===== src/sv/session_handshake_checker_top_defines.svh =====
// Assertion macros for the session handshake checker.
// Used only by session_handshake_checker_top.sv; no other dependencies.
`ifndef SESSION_HANDSHAKE_CHECKER_TOP_DEFINES_SVH
`define SESSION_HANDSHAKE_CHECKER_TOP_DEFINES_SVH

`ifndef SYNTH
// Property that must hold at every clock edge out of reset
`define SHK_ASSERT_ALWAYS(lbl, prop) \
  lbl: assert property (@(posedge clk) disable iff (!rst_n) (prop)) \
    else $error("shk invariant violated");
// Same-cycle implication
`define SHK_ASSERT_IMPLIES(lbl, ante, cons) \
  lbl: assert property (@(posedge clk) disable iff (!rst_n) (ante) |-> (cons)) \
    else $error("shk implication violated");
// Next-cycle implication
`define SHK_ASSERT_NEXT(lbl, ante, cons) \
  lbl: assert property (@(posedge clk) disable iff (!rst_n) (ante) |=> (cons)) \
    else $error("shk next-cycle check violated");
`else
`define SHK_ASSERT_ALWAYS(lbl, prop)
`define SHK_ASSERT_IMPLIES(lbl, ante, cons)
`define SHK_ASSERT_NEXT(lbl, ante, cons)
`endif

`endif


===== src/sv/shk_pkg.sv =====
// Shared types and constants for the session handshake checker.
// No dependencies; imported by every module of the block.
`default_nettype none

package shk_pkg;

  // Field widths
  localparam int unsigned COOKIE_W = 64;
  localparam int unsigned SEQ_W    = 64;
  localparam int unsigned LEN_W    = 16;
  localparam int unsigned WORD_W   = 32;
  localparam int unsigned HALF_W   = 16;
  localparam int unsigned CFG_IDX_W = 3;
  localparam int unsigned CFG_DATA_W = 32;

  // Required payload lengths
  localparam logic [LEN_W-1:0] LEN_HELLO    = LEN_W'(16);
  localparam logic [LEN_W-1:0] LEN_ATTACH   = LEN_W'(16);
  localparam logic [LEN_W-1:0] LEN_SET_LINK = LEN_W'(8);
  localparam logic [LEN_W-1:0] LEN_DETACH   = LEN_W'(0);

  typedef enum logic [2:0] {
    OP_OPEN     = 3'd0,
    OP_CLOSE    = 3'd1,
    OP_HELLO    = 3'd2,
    OP_ATTACH   = 3'd3,
    OP_SET_LINK = 3'd4,
    OP_TX_BATCH = 3'd5,
    OP_RX_BATCH = 3'd6,
    OP_DETACH   = 3'd7
  } op_t;

  typedef enum logic [3:0] {
    RC_OK           = 4'd0,
    RC_INVALID_ARG  = 4'd1,
    RC_BAD_STATE    = 4'd2,
    RC_BAD_OWNER    = 4'd3,
    RC_BAD_MESSAGE  = 4'd4,
    RC_BAD_SEQUENCE = 4'd5,
    RC_BAD_VERSION  = 4'd6,
    RC_BAD_CAPS     = 4'd7,
    RC_BAD_MTU      = 4'd8,
    RC_BAD_DEPTH    = 4'd9
  } status_t;

  typedef enum logic [2:0] {
    ST_CLOSED     = 3'd0,
    ST_OPENED     = 3'd1,
    ST_NEGOTIATED = 3'd2,
    ST_ATTACHED   = 3'd3,
    ST_LINK_UP    = 3'd4
  } life_t;

  typedef enum logic [CFG_IDX_W-1:0] {
    CFG_ABI_VERSION  = 3'd0,
    CFG_DRIVER_CAPS  = 3'd1,
    CFG_REQUIRED_CAP = 3'd2,
    CFG_MIN_MTU      = 3'd3,
    CFG_MAX_PKT      = 3'd4,
    CFG_MAX_QDEPTH   = 3'd5
  } cfg_idx_t;

  // One control message
  typedef struct packed {
    op_t                 opcode;
    logic [COOKIE_W-1:0] owner_tag;
    logic [SEQ_W-1:0]    sequence_req;
    logic                header_valid;
    logic [LEN_W-1:0]    body_len;
    logic [WORD_W-1:0]   payload_word0;
    logic [WORD_W-1:0]   payload_word1;
    logic [WORD_W-1:0]   payload_word2;
    logic [WORD_W-1:0]   payload_word3;
    logic                batch_valid;
  } item_t;

  // Configuration register file contents
  typedef struct packed {
    logic [HALF_W-1:0] abi_version;
    logic [WORD_W-1:0] driver_caps;
    logic [WORD_W-1:0] required_cap;
    logic [WORD_W-1:0] min_mtu;
    logic [WORD_W-1:0] max_packet_size;
    logic [HALF_W-1:0] max_queue_depth;
  } cfg_t;

  localparam cfg_t CFG_RESET = '{
    abi_version:     HALF_W'(1),
    driver_caps:     WORD_W'(1),
    required_cap:    WORD_W'(1),
    min_mtu:         WORD_W'(68),
    max_packet_size: WORD_W'(65535),
    max_queue_depth: HALF_W'(1024)
  };

  // Session state
  typedef struct packed {
    life_t               life;
    logic [COOKIE_W-1:0] owner_id;
    logic [SEQ_W-1:0]    last_seq;
    logic [WORD_W-1:0]   caps_agreed;
    logic [WORD_W-1:0]   mtu_value;
    logic [HALF_W-1:0]   tx_depth;
    logic [HALF_W-1:0]   rx_depth;
  } session_t;

  localparam session_t SESSION_RESET = '{
    life:        ST_CLOSED,
    owner_id:    '0,
    last_seq:    '0,
    caps_agreed: '0,
    mtu_value:   '0,
    tx_depth:    '0,
    rx_depth:    '0
  };

endpackage

`default_nettype wire


===== src/sv/shk_cfg_regs.sv =====
// Configuration register file for the session handshake checker.
// Depends on shk_pkg.
`default_nettype none

module shk_cfg_regs
  import shk_pkg::*;
(
  input  wire logic                  clk,
  input  wire logic                  rst_n,
  input  wire logic                  wr_en,
  input  wire logic [CFG_IDX_W-1:0]  wr_index,
  input  wire logic [CFG_DATA_W-1:0] wr_data,
  output cfg_t                       cfg
);

  cfg_t cfg_r;
  cfg_t cfg_nxt;

  // Decode the register index; unknown indexes are dropped
  always_comb begin
    cfg_nxt = cfg_r;
    if (wr_en) begin
      case (cfg_idx_t'(wr_index))
        CFG_ABI_VERSION:  cfg_nxt.abi_version     = wr_data[HALF_W-1:0];
        CFG_DRIVER_CAPS:  cfg_nxt.driver_caps     = wr_data[WORD_W-1:0];
        CFG_REQUIRED_CAP: cfg_nxt.required_cap    = wr_data[WORD_W-1:0];
        CFG_MIN_MTU:      cfg_nxt.min_mtu         = wr_data[WORD_W-1:0];
        CFG_MAX_PKT:      cfg_nxt.max_packet_size = wr_data[WORD_W-1:0];
        CFG_MAX_QDEPTH:   cfg_nxt.max_queue_depth = wr_data[HALF_W-1:0];
        default:          cfg_nxt = cfg_r;
      endcase
    end
  end

  always_ff @(posedge clk) begin
    if (!rst_n) begin
      cfg_r <= CFG_RESET;
    end else begin
      cfg_r <= cfg_nxt;
    end
  end

  assign cfg = cfg_r;

endmodule

`default_nettype wire


===== src/sv/shk_session.sv =====
// Session state register: lifecycle, owner, last sequence, caps, MTU, depths.
// Depends on shk_pkg.
`default_nettype none

module shk_session
  import shk_pkg::*;
(
  input  wire logic clk,
  input  wire logic rst_n,
  input  wire logic upd_en,
  input  session_t  session_nxt,
  output session_t  session
);

  session_t session_r;

  // Commit the evaluated next state when a transaction moves to the output
  always_ff @(posedge clk) begin
    if (!rst_n) begin
      session_r <= SESSION_RESET;
    end else if (upd_en) begin
      session_r <= session_nxt;
    end
  end

  assign session = session_r;

endmodule

`default_nettype wire


===== src/sv/shk_eval.sv =====
// Single-pass message check: status and next session state for one message.
// Depends on shk_pkg; purely combinational.
`default_nettype none

module shk_eval
  import shk_pkg::*;
(
  input  item_t    item,
  input  session_t cur,
  input  cfg_t     cfg,
  output status_t  status,
  output session_t nxt
);

  logic [HALF_W-1:0] vmin;
  logic [HALF_W-1:0] vmax;
  logic [HALF_W-1:0] tx_req;
  logic [HALF_W-1:0] rx_req;
  logic              len_bad;
  logic              seq_bad;
  logic              post_link;

  assign vmin   = item.payload_word0[HALF_W-1:0];
  assign vmax   = item.payload_word0[WORD_W-1:HALF_W];
  assign tx_req = item.payload_word1[HALF_W-1:0];
  assign rx_req = item.payload_word1[WORD_W-1:HALF_W];
  assign post_link = (cur.life == ST_ATTACHED) || (cur.life == ST_LINK_UP);

  // Fixed payload length for hello, attach, set-link and detach; other messages take any length
  always_comb begin
    case (item.opcode)
      OP_HELLO:    len_bad = item.body_len != LEN_HELLO;
      OP_ATTACH:   len_bad = item.body_len != LEN_ATTACH;
      OP_SET_LINK: len_bad = item.body_len != LEN_SET_LINK;
      OP_DETACH:   len_bad = item.body_len != LEN_DETACH;
      default:     len_bad = 1'b0;
    endcase
  end

  // All-ones is never a usable sequence number; a request must also exceed last_seq
  assign seq_bad = (item.sequence_req == '1) || (item.sequence_req <= cur.last_seq);

  // Checks in priority order; first failure wins, state unchanged on failure
  always_comb begin
    status = RC_OK;
    nxt    = cur;
    if (item.owner_tag == '0) begin
      status = RC_INVALID_ARG;
    end else if (item.opcode == OP_OPEN) begin
      if (cur.life != ST_CLOSED) begin
        status = RC_BAD_STATE;
      end else begin
        nxt.owner_id = item.owner_tag;
        nxt.life     = ST_OPENED;
      end
    end else if (cur.life == ST_CLOSED || cur.owner_id != item.owner_tag) begin
      status = RC_BAD_OWNER;
    end else if (item.opcode == OP_CLOSE) begin
      nxt = SESSION_RESET;
    end else if (!item.header_valid || len_bad) begin
      status = RC_BAD_MESSAGE;
    end else if (seq_bad) begin
      status = RC_BAD_SEQUENCE;
    end else begin
      case (item.opcode)
        OP_HELLO: begin
          if (cur.life != ST_OPENED) begin
            status = RC_BAD_STATE;
          end else if (item.payload_word2 != '0 || item.payload_word3 != '0) begin
            status = RC_BAD_MESSAGE;
          end else if (vmin > vmax || vmin > cfg.abi_version ||
                       vmax < cfg.abi_version) begin
            status = RC_BAD_VERSION;
          end else if ((item.payload_word1 & cfg.required_cap) != cfg.required_cap ||
                       (item.payload_word1 & ~cfg.driver_caps) != '0) begin
            status = RC_BAD_CAPS;
          end else begin
            nxt.caps_agreed = item.payload_word1 & cfg.driver_caps;
            nxt.life        = ST_NEGOTIATED;
          end
        end
        OP_ATTACH: begin
          if (cur.life != ST_NEGOTIATED) begin
            status = RC_BAD_STATE;
          end else if (item.payload_word3 != '0) begin
            status = RC_BAD_MESSAGE;
          end else if (item.payload_word0 < cfg.min_mtu ||
                       item.payload_word0 > cfg.max_packet_size) begin
            status = RC_BAD_MTU;
          end else if (tx_req == '0 || tx_req > cfg.max_queue_depth ||
                       rx_req == '0 || rx_req > cfg.max_queue_depth) begin
            status = RC_BAD_DEPTH;
          end else if (item.payload_word2 != cur.caps_agreed) begin
            status = RC_BAD_CAPS;
          end else begin
            nxt.mtu_value = item.payload_word0;
            nxt.tx_depth  = tx_req;
            nxt.rx_depth  = rx_req;
            nxt.life      = ST_ATTACHED;
          end
        end
        OP_SET_LINK: begin
          if (!post_link) begin
            status = RC_BAD_STATE;
          end else if (item.payload_word0 > WORD_W'(1) || item.payload_word1 != '0) begin
            status = RC_BAD_MESSAGE;
          end else begin
            nxt.life = item.payload_word0[0] ? ST_LINK_UP : ST_ATTACHED;
          end
        end
        OP_DETACH: begin
          if (!post_link && cur.life != ST_NEGOTIATED) begin
            status = RC_BAD_STATE;
          end else begin
            nxt.mtu_value = '0;
            nxt.tx_depth  = '0;
            nxt.rx_depth  = '0;
            nxt.life      = ST_NEGOTIATED;
          end
        end
        default: begin
          // Transmit and receive batches
          if (cur.life != ST_LINK_UP) begin
            status = RC_BAD_STATE;
          end else if (!item.batch_valid) begin
            status = RC_BAD_MESSAGE;
          end
        end
      endcase
      if (status == RC_OK) begin
        nxt.last_seq = item.sequence_req;
      end
    end
  end

endmodule

`default_nettype wire


===== src/sv/session_handshake_checker_top.sv =====
// Session handshake checker, top level.
// One transaction per cycle; input stalls only while a result waits on out_stall.
// The input register feeds one pass of check logic into the result register;
// the session state is committed on the same edge, so the next message sees it.
// Reset (rst_n low, synchronous) closes the session and restores config defaults.
`default_nettype none
`include "session_handshake_checker_top_defines.svh"

module session_handshake_checker_top
  import shk_pkg::*;
(
  input  wire logic                  clk,
  input  wire logic                  rst_n,
  // input channel
  input  wire logic                  in_valid,
  output logic                       in_stall,
  input  wire logic [2:0]            in_opcode,
  input  wire logic [COOKIE_W-1:0]   in_owner_tag,
  input  wire logic [SEQ_W-1:0]      in_sequence_req,
  input  wire logic                  in_header_valid,
  input  wire logic [LEN_W-1:0]      in_body_len,
  input  wire logic [WORD_W-1:0]     in_payload_word0,
  input  wire logic [WORD_W-1:0]     in_payload_word1,
  input  wire logic [WORD_W-1:0]     in_payload_word2,
  input  wire logic [WORD_W-1:0]     in_payload_word3,
  input  wire logic                  in_batch_valid,
  // result channel
  output logic                       out_valid,
  input  wire logic                  out_stall,
  output logic [3:0]                 out_status,
  output logic [2:0]                 out_session_state,
  output logic [WORD_W-1:0]          out_negotiated_caps,
  // configuration write channel
  input  wire logic                  cfg_valid,
  output logic                       cfg_ready,
  input  wire logic [CFG_IDX_W-1:0]  cfg_index,
  input  wire logic [CFG_DATA_W-1:0] cfg_data
);

  item_t    item_r;
  logic     in_v_r;
  logic     out_v_r;
  status_t  out_status_r;
  life_t    out_life_r;
  logic [WORD_W-1:0] out_caps_r;

  logic     out_free;
  logic     adv;
  logic     in_take;
  cfg_t     cfg;
  session_t session;
  session_t session_nxt;
  status_t  eval_status;
  logic     attached_any;
  logic     seq_commit;

  // Pipeline control: result slot frees when empty or being taken
  assign out_free = !out_v_r || !out_stall;
  assign adv      = in_v_r && out_free;
  assign in_stall = in_v_r && !out_free;
  assign in_take  = in_valid && !in_stall;
  assign cfg_ready = 1'b1;

  shk_cfg_regs u_cfg (
    .clk      (clk),
    .rst_n    (rst_n),
    .wr_en    (cfg_valid && cfg_ready),
    .wr_index (cfg_index),
    .wr_data  (cfg_data),
    .cfg      (cfg)
  );

  shk_session u_session (
    .clk         (clk),
    .rst_n       (rst_n),
    .upd_en      (adv),
    .session_nxt (session_nxt),
    .session     (session)
  );

  shk_eval u_eval (
    .item   (item_r),
    .cur    (session),
    .cfg    (cfg),
    .status (eval_status),
    .nxt    (session_nxt)
  );

  // Input register
  always_ff @(posedge clk) begin
    if (!rst_n) begin
      in_v_r <= 1'b0;
    end else if (in_take) begin
      in_v_r <= 1'b1;
    end else if (adv) begin
      in_v_r <= 1'b0;
    end
  end

  always_ff @(posedge clk) begin
    if (in_take) begin
      item_r <= '{
        opcode:         op_t'(in_opcode),
        owner_tag:      in_owner_tag,
        sequence_req:   in_sequence_req,
        header_valid:   in_header_valid,
        body_len:       in_body_len,
        payload_word0:  in_payload_word0,
        payload_word1:  in_payload_word1,
        payload_word2:  in_payload_word2,
        payload_word3:  in_payload_word3,
        batch_valid:    in_batch_valid
      };
    end
  end

  // Result register
  always_ff @(posedge clk) begin
    if (!rst_n) begin
      out_v_r <= 1'b0;
    end else if (adv) begin
      out_v_r <= 1'b1;
    end else if (!out_stall) begin
      out_v_r <= 1'b0;
    end
  end

  always_ff @(posedge clk) begin
    if (adv) begin
      out_status_r <= eval_status;
      out_life_r   <= session_nxt.life;
      out_caps_r   <= session_nxt.caps_agreed;
    end
  end

  assign out_valid           = out_v_r;
  assign out_status          = out_status_r;
  assign out_session_state   = out_life_r;
  assign out_negotiated_caps = out_caps_r;

  // Terms for the checks below
  assign attached_any = (session.life == ST_ATTACHED) || (session.life == ST_LINK_UP);
  assign seq_commit   = adv && (eval_status == RC_OK) && (item_r.opcode != OP_OPEN) &&
                        (item_r.opcode != OP_CLOSE);

  // Checks on the session logic
  `SHK_ASSERT_ALWAYS(a_last_seq_not_max, session.last_seq != '1)
  `SHK_ASSERT_IMPLIES(a_closed_no_owner, session.life == ST_CLOSED, session.owner_id == '0)
  `SHK_ASSERT_IMPLIES(a_attached_has_depth, attached_any, session.tx_depth != '0 && session.rx_depth != '0)
  `SHK_ASSERT_NEXT(a_seq_commit, seq_commit, session.last_seq == $past(item_r.sequence_req))

endmodule

`default_nettype wire

===== config.mk =====
export PLATFORM = sky130hd
export DESIGN_NAME = session_handshake_checker_top
export DESIGN_NICKNAME = d
export VERILOG_FILES = /design/src/sv/shk_pkg.sv /design/src/sv/shk_cfg_regs.sv /design/src/sv/shk_session.sv /design/src/sv/shk_eval.sv /design/src/sv/session_handshake_checker_top.sv
export VERILOG_INCLUDE_DIRS = /design/src /design/src/sv
export SDC_FILE = /design/constraint.sdc
export NUM_CORES = 1
export LEC_CHECK = 0
export ABC_AREA = 1
export ABC_CLOCK_PERIOD_IN_PS = 15300
export BUFFER_PORTS_ARGS = -buffer_cell sky130_fd_sc_hd__buf_4
export CAP_MARGIN = 15
export CORE_AREA = 2 2 204 356
export DETAILED_ROUTE_END_ITERATION = 7
export DIE_AREA = 0 0 206 358
export HOLD_SLACK_MARGIN = 0.12
export PLACE_DENSITY = 0.73
export SETUP_SLACK_MARGIN = 0.3
export SYNTH_ARGS = -nofsm -noshare
export SYNTH_HDL_FRONTEND = slang
export SYNTH_SLANG_ARGS = --single-unit
export TNS_END_PERCENT = 20

===== constraint.sdc =====
create_clock -name clk -period 15.3 [get_ports clk]
set_clock_uncertainty 0.1 [all_clocks]
set_input_delay 0.765 -clock clk [delete_from_list [all_inputs] [get_ports clk]]
set_output_delay 0.765 -clock clk [all_outputs]
set_load 0.02 [all_outputs]

Word-level counts from Yosys, hierarchy flattened

Cells that the tools add are included.

Register bits: 705
Input port bits: 317
Output and inout port bits: 42
Word-level logic and storage cells: 198

Order comparisons: 9
Equality and inequality tests: 32
Muxes and demuxes: 71
Bitwise logic cells: 7
Reduce and logical (&&, ||, !) cells: 51

Operators with widths:

| operator                                                | number |
|---|---|
| two-way mux 160 bit                                     | 4 |
| two-way mux 64 bit                                      | 8 |
| two-way mux 227 bit                                     | 2 |
| two-way mux 32 bit                                      | 5 |
| two-way mux 67 bit                                      | 2 |
| one-hot mux 64 bit (2 select lines)                     | 1 |
| nonzero test 32 bit                                     | 4 |
| AND 32 bit                                              | 3 |
| two-way mux 4 bit                                       | 20 |
| equality test 64 bit (second input constant)            | 1 |
| > comparator 16 bit                                     | 4 |
| less-or-equal comparator 64 bit                         | 1 |
| zero test 64 bit                                        | 1 |
| inequality test 32 bit                                  | 2 |
| inequality test 64 bit                                  | 1 |
| two-way mux 3 bit                                       | 20 |
| > comparator 32 x 1 -> 1 bit (second input constant)    | 1 |
| > comparator 32 bit                                     | 1 |
| zero test 16 bit                                        | 2 |
| < comparator 32 bit                                     | 1 |
| NOT 32 bit                                              | 1 |
| inequality test 3 x 2 -> 1 bit (second input constant)  | 7 |
| < comparator 16 bit                                     | 1 |
| inequality test 16 x 4 -> 1 bit (second input constant) | 1 |
| 27 further kinds                                        | 76 |

Depth between registers and ports, before layout

Word-level depth: 23
Gate-level depth with buffers: 28
Depth with buffers taken out: 27

Cells and area by module

A second synthesis with hierarchy kept.

Cell total of the unflattened synthesis: 5,479
Area total of the unflattened synthesis: 39,925.8 um^2

Modules (own cells, without submodules):

| module                        | times used | cells each | area an instance (um^2) | sequential area each (um^2) |
|---|---|---|---|---|
| shk_eval                      | 1          | 2,812      | 14,919.3                | 0.0 |
| session_handshake_checker_top | 1          | 331        | 9,595.5                 | 9,529.1 |
| shk_session                   | 1          | 1,437      | 9,183.8                 | 4,544.4 |
| shk_cfg_regs                  | 1          | 899        | 6,227.2                 | 3,203.1 |

Worst setup path after synthesis

Ideal clock, no wire load.

Kind: input -> register
Start point: input out_stall
End point: register item_r[0] in the netlist's numbering (enable)
Library setup time: 628 ps
Data arrival time: 6,451 ps
Required time: 14,572 ps
Setup slack: 8,121 ps
Cell stages on the path: 5
Path buffers: 0
Cell sequence: nand2_1 nor2_1 inv_1 nand2_1 inv_1

Cells in the longest elaborated chain, start to end: 6

RTL lines:

| what                   | line                                 | RTL |
|---|---|---|
| start: declaration     | session_handshake_checker_top.sv:29  | `input wire logic out_stall,` |
| zero test 1 bit        | n/a                                  |  |
| logical OR 1 bit       | session_handshake_checker_top.sv:58  | `assign out_free = !out_v_r \|\| !out_stall;` |
| zero test 1 bit        | session_handshake_checker_top.sv:60  | `assign in_stall = in_v_r && !out_free;` |
| logical AND 1 bit      | session_handshake_checker_top.sv:60  |  |
| named net in_stall     | session_handshake_checker_top.sv:16  | `output logic in_stall,` |
| zero test 1 bit        | session_handshake_checker_top.sv:61  | `assign in_take = in_valid && !in_stall;` |
| logical AND 1 bit      | session_handshake_checker_top.sv:61  |  |
| named net in_take      | session_handshake_checker_top.sv:49  | `logic in_take;` |
| end signal: assignment | session_handshake_checker_top.sv:102 | `item_r <= '{` |
| end: declaration       | session_handshake_checker_top.sv:40  | `item_t item_r;` |

The timed path passes the listed nets, and every way through them passes these cells.
A chain may end at the register's enable or synchronous reset.

Worst setup path in the final report

Start point: register u_session.session_r (netlist bit u_session.session[224])
End point: register u_session.session_r (netlist bit u_session.session[98])

Cells in the longest elaborated chain, start to end: 15
Elaborated cells on any way between the ends: 26
Classes of those cells: 5 x eq/ne; 12 x mux; 1 x bitwise; 8 x reduce/logical

RTL lines:

| what                                                                | line              | RTL |
|---|---|---|
| start: declaration                                                  | shk_session.sv:15 | `session_t session_r;` |
| start signal: assignment                                            | shk_session.sv:22 | `session_r <= session_nxt;` |
| equality test 3 x 2 -> 1 bit or equality test 3 bit (tied branches) | n/a               |  |
| logical OR 1 bit                                                    | shk_eval.sv:27    | `assign post_link = (cur.life == ST_ATTACHED) \|\| (cur.life == ST_LINK_UP);` |
| zero test 1 bit                                                     | n/a               |  |
| logical AND 1 bit                                                   | shk_eval.sv:112   | `if (!post_link && cur.life != ST_NEGOTIATED) begin` |
| two-way mux 2 bit                                                   | shk_eval.sv:112   |  |
| one-hot mux 4 bit (4 select lines)                                  | shk_eval.sv:65    | `case (item.opcode)` |
| two-way mux 4 bit                                                   | shk_eval.sv:62    | `end else if (seq_bad) begin` |
| two-way mux 4 bit                                                   | shk_eval.sv:60    | `end else if (!item.header_valid \|\| len_bad) begin` |
| two-way mux 4 bit                                                   | shk_eval.sv:58    | `end else if (item.opcode == OP_CLOSE) begin` |
| two-way mux 4 bit                                                   | shk_eval.sv:56    | `end else if (cur.life == ST_CLOSED \|\| cur.owner_id != item.owner_tag) begin` |
| two-way mux 4 bit                                                   | shk_eval.sv:49    | `end else if (item.opcode == OP_OPEN) begin` |
| two-way mux 4 bit                                                   | shk_eval.sv:47    | `if (item.owner_tag == '0) begin` |
| zero test 4 bit                                                     | shk_eval.sv:130   | `if (status == RC_OK) begin` |
| nonzero test 2 bit (no line)                                        | n/a               |  |
| AND reduction 7 bit (no line) (*)                                   | n/a               |  |

Every way passes the cells marked *; elsewhere a longest branch is shown, timed or not. The select of a mux whose other input is x is not followed.

==> reports/qor.txt <==
status -> completed
Area Growth Syn to Fin -> 17.4%
Post-DRT Antenna Nets -> 0
Max clock buf depth -> 3
Synth Flop Type -> dfxtp_1
period utilization -> 30.7%
Syn Nets -> 4278
share of the synthesized area in the top cell type -> 30.0%
FFs w/ async S/R, synth -> 0%
Synth cell types -> 48
count leader, synth -> nand2_1
TritonCTS Sinks -> 641
WS Path Type -> register to register
NumNets Final -> 4578
Slew headroom -> 21.9%
global-route wire length before repair -> 137000 µm
Min-Delay Endpoint -> item_r[89]
Finished Core Util -> 52.6%
RR Startpoint -> u_session.session[224]
worst reg-to-reg path cell count -> 13
Critical Path Source Type -> register
CTS tree -> built
via-per-instance ratio -> 5.25
hpwl dp -> 65700 µm
reg2reg end -> u_session.session[98]
FP Rows -> 129
fmax -> 213 MHz
Simple-Gate Fraction of Synth Area -> 20.0%
Hold WC Path Type -> primary input to register
gr usage total -> 23.9%
hold path start -> in_payload_word1[24]
maximum VDD drop -> 114 µV
#FFs+latches synth -> 641
Clock Latency Late Sink -> 0.66 ns
Synth Area in Compound Gates -> 11.5%
warnings from Yosys -> 0
DRC viols -> 0
Root Driver -> clkbuf_16
Die ar. -> 73700 µm²
Die Span Y -> 358 µm
largest net degree at the start of global routing -> 118
Final Max Slew Viols -> 0
Crit. End Element -> register
most common library cells after synthesis -> nand2_1 (717), nor2_1 (504), inv_1 (482)
clk slew on worst S/H paths -> 0.07 ns
top cells by area, synth -> edfxtp_1 (30%), dfxtp_1 (21%), nand2_1 (8.5%)
1st-iter DRT viols -> 2011
flop-to-flop setup slack -> 10.61 ns
Post-Route Setup TNS -> 0 ns
mean area per synthesized cell -> 8.43 µm²
RePlAce Congestion -> 0.948
die width -> 206 µm
multiplexer share of the synthesized area -> 0%
vias -> 26.4k
CP Max Fanout -> 77
H-tree depth -> 2
adder-cell share of the synthesized area -> 8.14%
Hold Slack -> 0.182 ns
Leak -> 0.0161 µW
main combinational cell family by area after synthesis -> simple AND/OR/NAND/NOR gates
TritonRoute pass-1 iters -> 6
Port Buffer Count -> 357
post-CTS setup buffers -> 0
PD cells -> 107 nW/µm²
fraction of layout cells with a size suffix above 1 -> 12.7%
Worst-Margin Slew -> 1.17 ns
worst path arrival time -> 5.12 ns
Initial Util -> 44.8%
Min Clock Period, post-route -> 4.69 ns
Core Area -> 70700 µm²
Synth Instances -> 3755
Post-Route WL -> 90600 µm
Max Cap Viol -> 0
vias in the first global route -> 25.3k
xor/xnor share of the synthesized area -> 1.99%
total CTS buffers -> 61
gr ovfl total -> 0
CTS-repair resized insts -> 0
wire length per cell -> 18.0 µm
EDFF count, synth -> 316
placed insts -> 4908
Hold Buf Count CTS -> 0
setup violators final -> 0
initial antenna violation count -> 6
Cell Area, Synth -> 31700 µm²
non-filler cells, final -> 5026
WHS Path Cells -> 1
post-synthesis sequential area ratio -> 50.5%
RSZ-0062 raised after global routing -> no
top-level I/O count -> 359
worst path required time -> 15.72 ns
Final Hold Vio Count -> 0
Yosys top cell by area -> edfxtp_1
cell families after synthesis:
kind of cell / count (synthesis)
AOI/OAI and AO/OA: 685
and+or+nand+nor: 1518
adders and majority gates: 206
xor gates and xnor gates: 72
other: 1
buffers and inverters: 632
DFF: 641
stage by stage:
stage,area (µm²),total power [µW],setup slack [ns]
5_1_grt,37200,4130,10.20
6_report,37200,3970,10.61
2_1_floorplan,31700,2230,8.12
3_5_place_dp,35000,2400,10.68
4_1_cts,37100,4010,10.63
3_3_place_gp,35000,2390,10.76
power breakdown:
part / total (µW) / switching [µW] / internal, µW
combinational: 423 / 258 / 166
sequential: 1950 / 64.1 / 1890
clock: 1600 / 691 / 908
cell usage in the layout (no fill, tap or decap), types with 6 or more instances in the layout:
cell type and count:
dfxtp_1 325, nand2_1 716, ha_1 206, nand3_1 118, a21oi_2 10, xor2_1 46
o21ai_0 278, clkinv_1 8, clkbuf_16 62, a21oi_1 320, clkinv_2 19, nand4_1 61
nor3_2 7, clkbuf_1 12, xnor2_1 26, bufinv_16 9, inv_2 6, buf_4 376
inv_1 481, o211ai_1 54, nor4_1 54, nor2_1 501, nor3_1 33, edfxtp_1 316
layout make-up:
class	count	area (µm²)
fillers	6524	33500
flip-flops and latches	641	16000
multi-input cells	2482	13200
repair buffers	378	2860
inverters	491	1850
clock buffers	76	1620
well taps	917	1150
clock inverters	40	459
diodes	1	2.50
critical path, cell delays in order, from the launching register on:
cell and delay [ns]:
dfxtp_1 0.52, nor3_2 0.08, buf_4 0.25, nor3_1 0.23
nand3_1 0.10, nor3_1 0.19, nand4_1 0.25, nor2_2 0.20
nand2_2 0.47, nor2_4 0.21, buf_4 0.69, nand2_2 0.82
nor2_1 0.32, nor2_1 0.07
flip-flops by register name, summed over array words and instances (netlist names):
register and count:
item_r 277, u_session.session 163, u_cfg.cfg 160, out_negotiated_caps 32, out_status 4, out_session_state 3, in_v_r 1, out_valid 1
routing by layer:
metal	vias to the layer above	track usage, %	part of all wire, %
met2	935	41.6	49
met5	-	0	0.076
met1	12200	28.6	40
met3	223	4.93	7.3
li1	13000	-	-
met4	10	10.2	4.2
worst max path at each step:
stage                                       from                     end  slack (ns)  depth (start not counted)
after floorplan                        out_stall               item_r[0]        8.12                          5
final                     u_session.session[224]   u_session.session[98]       10.61                         13
after detailed placement  u_session.session[224]   u_session.session[98]       10.68                         13
after CTS                 u_session.session[224]  u_session.session[151]       10.63                         14
after global placement    u_session.session[224]  u_session.session[147]       10.76                         13
after global routing      u_session.session[224]  u_session.session[101]       10.20                         13
No activity file was read; power rests on OpenSTA's default activity.
